**src/ssr_ram.sv**
```systemverilog
// Generic simple dual-port RAM with registered read.
module ssr_ram #(
	parameter int WIDTH = 8,
	parameter int DEPTH = 16
) (
	input  logic                                        clk,
	input  logic                                        we,
	input  logic [((DEPTH > 1) ? $clog2(DEPTH) : 1)-1:0] waddr,
	input  logic [WIDTH-1:0]                            wdata,
	input  logic [((DEPTH > 1) ? $clog2(DEPTH) : 1)-1:0] raddr,
	output logic [WIDTH-1:0]                            rdata
);

	logic [WIDTH-1:0] mem [DEPTH];

	always_ff @(posedge clk) begin
		if (we) begin
			mem[waddr] <= wdata;
		end
		rdata <= mem[raddr];
	end

endmodule

```
**config.mk**
```make
export PLATFORM = sky130hd
export DESIGN_NAME = ssr_ram
export DESIGN_NICKNAME = d
export VERILOG_FILES = /design/src/ssr_ram.sv
export SDC_FILE = /design/constraint.sdc
export NUM_CORES = 1
export LEC_CHECK = 0
export ABC_AREA = 1
export BUFFER_PORTS_ARGS = -buffer_cell sky130_fd_sc_hd__buf_2
export CAP_MARGIN = 20
export CORE_ASPECT_RATIO = 0.7
export CORE_UTILIZATION = 35
export DETAILED_ROUTE_END_ITERATION = 10
export SLEW_MARGIN = 10
export SYNTH_ARGS = -nofsm -noshare
export SYNTH_HDL_FRONTEND = slang
export SYNTH_SLANG_ARGS = --single-unit
```
**constraint.sdc**
```tcl
create_clock -name clk -period 1.55 [get_ports clk]
set_input_delay 0.3875 -clock clk [delete_from_list [all_inputs] [get_ports clk]]
set_output_delay 0.3875 -clock clk [all_outputs]
set_load 0.05 [all_outputs]
```
==> qor.txt <==
Final TNS setup -> 0 ps
GPL Wtd Cong -> 0.836
FMAX -> 668 MHz
Pre-antenna DRT Iters -> 8
Worst r2r src -> mem[5][0]$_DFFE_PP_
Measured slew at the worst slew-check pin -> 343 ps
Die width -> 155 µm
Tot GR Track Use -> 17.1%
Static Leak -> 2.97 nW
Count of different cell masters after synthesis -> 12
Fin. Hold Viols -> 0
Fin cells -> 835
Synth Area in Simple Gates -> 21.0%
Top Usage Layer GRT -> met2
CTS tree -> yes
CTS clk-pin slew, worst paths -> 60 ps
Initial antenna violation count -> 0
Seq/Total Area, Yosys -> 69.4%
H-tree Lvls -> 4
Crit-path max cell delay -> 400 ps
Worst hold slack -> 368 ps
Clock Sinks -> 136
DR iter-0 viols -> 263
Syn_area_per_cell -> 10.5 µm²
Relative slew slack -> 77.1%
Largest net degree at the start of global routing -> 65
Combinational cell fraction of total power -> 6.8%
Global-route wire length before repair -> 21.0 mm
Post-CTS Resized -> 0
Clk_skew -> 9.20 ps
XOR/XNOR Fraction of Synth Area -> 0%
Total Wirelength -> 13.3 mm
PwrDens -> 1280 nW/µm²
Antenna viol nets, final -> 0
RSZ-0062 raised after global routing -> false
Fin crit share -> 96.5%
Row Count -> 38
Cts hold-fix bufs -> 0
Switching Share -> 23.9%
Post-DP HPWL -> 8.66 mm
Clk root buf -> clkbuf_16
Crit end category -> output port
Int Power -> 0.00669 W
Adder-Cell Fraction of Synth Area -> 0%
WP data required -> 1160 ps
Largest family of logic cells by synthesized area -> simple AND/OR/NAND/NOR gates
Initial core utilization -> 36.5%
Post-synthesis cell area -> 5770 µm²
CP startpoint -> rdata[6]$_DFF_P_
Worst setup margin -> 53.6 ps
CP top delay family -> flip-flops
Synthesized Nets -> 569
Slowest-stage cell, CP -> dfxtp_1
Nets@finish -> 620
Number of global-route vias before repair -> 3,765
Crit-path max FO -> 1
Placed cells -> 803
Syn Inst Count -> 551
Post-route minimum period -> 1500 ps
Hold Path Origin -> raddr[3]
Worst vdd ir -> 0.776 mV
Most frequent cells in the layout -> 173 x nand2_1, 128 x edfxtp_1, 100 x inv_1, 97 x nand3_1, 27 x buf_4
Crit path buf inv count -> 1
Crit path cell chain -> buf_2
Post-CTS Setup Bufs -> 0
Routed wire per std cell -> 15.9 µm
Drt drc -> 0
Die area -> 17,000 µm²
Hold crit path type -> primary input to flip-flop
Type of the worst setup path -> flip-flop to output port
Clk buf depth -> 2
Vias/cell -> 4.60
FF+latch count, synth -> 136
Grt met3 use -> 4.06%
Clk pwr share -> 46.1%
Worst skew pair latency -> 420 ps
Maxcap violations -> 0
Seq pwr share -> 47.1%
ANT cells -> 0
CP startpoint kind -> flip-flop
Port buffer count -> 25
Place WS -> 82.3 ps
Share of cells above drive strength 1 -> 14.5%
Global route overflow -> 0
Syn. warnings -> 0
Final setup viols -> 0
DR vias -> 3,844
CTS Buf Count -> 17
M1 GR Usage -> 24.1%
Synth-to-Final Area Change -> 19.2%
Met2 Track Usage GR -> 26.3%
Worst EP arrival -> 1110 ps
Ports -> 26
P_sw -> 0.00210 W
Pins over their slew limit -> 0
Post-synthesis mux area share -> 0%
Status -> finished clean
Die height -> 109 µm
Commonest non-fill, non-tap cell in the layout -> nand2_1
Area fraction in compound gates after synthesis -> 0%
CORE AREA -> 15,800 µm²
## cell type report
class                   count  area (µm²)
clock buffers              18         429
clock inverters            14         163
fillers                  1499        8910
inverters                 102         383
multi-input cells         289        1210
flip-flops and latches    136        4000
well taps                 220         275
repair buffers             56         408
## cell families after synthesis
kind of cell / Yosys count
buffers and inverters: 126
DFF: 136
and+or+nand+nor: 289
## routing by layer
metal	vias to the layer above	wire length (µm)
met5	-	0
met4	0	97
met3	9	819
met2	137	5930
met1	1820	6460
li1	1878	-
## worst min-delay path: stages
cell     delay, ps
buf_2          190
nand3_1        110
nand2_1         50
## synth_stat cells, drive strengths merged
| cell | number | share of area (%) |
|---|---|---|
| dfxtp | 8 | 2.8 |
| nand3 | 97 | 8.4 |
| nand3b | 2 | 0.26 |
| edfxtp | 128 | 67 |
| nand2 | 173 | 11 |
| buf | 24 | 2.9 |
| nor2 | 17 | 1.1 |
| inv | 102 | 6.6 |
## flip-flops by register name (all words and copies together) (netlist names)
name / flops
mem: 128
rdata: 8
## final timing paths
check	slack [ps]	end	depth (start not counted)
setup / recovery	50	rdata[6]	1
setup reg to reg	540	rdata[0]$_DFF_P_	6
hold reg to reg	660	rdata[1]$_DFF_P_	6
hold / removal	370	rdata[1]$_DFF_P_	3
## metrics by stage
step	utilization, %	power (W)	cell area (µm²)
6_report	43.6	0.00879	6880
5_1_grt	43.6	0.00907	6880
4_1_cts	43.6	0.00884	6880
3_5_place_dp	39.8	0.00482	6280
3_3_place_gp	39.8	0.00481	6280
2_1_floorplan	-	0.00458	5770
## power groups by stage
stage / registers (W) / logic, W / clock network, W
2_1_floorplan: 0.00429 / 0.000290 / 0
3_3_place_gp: 0.00422 / 0.000591 / 0
3_5_place_dp: 0.00422 / 0.000599 / 0
4_1_cts: 0.00414 / 0.000600 / 0.00410
5_1_grt: 0.00414 / 0.000656 / 0.00426
6_report: 0.00414 / 0.000595 / 0.00406
Note: power is estimated with default switching activity, not from simulation.
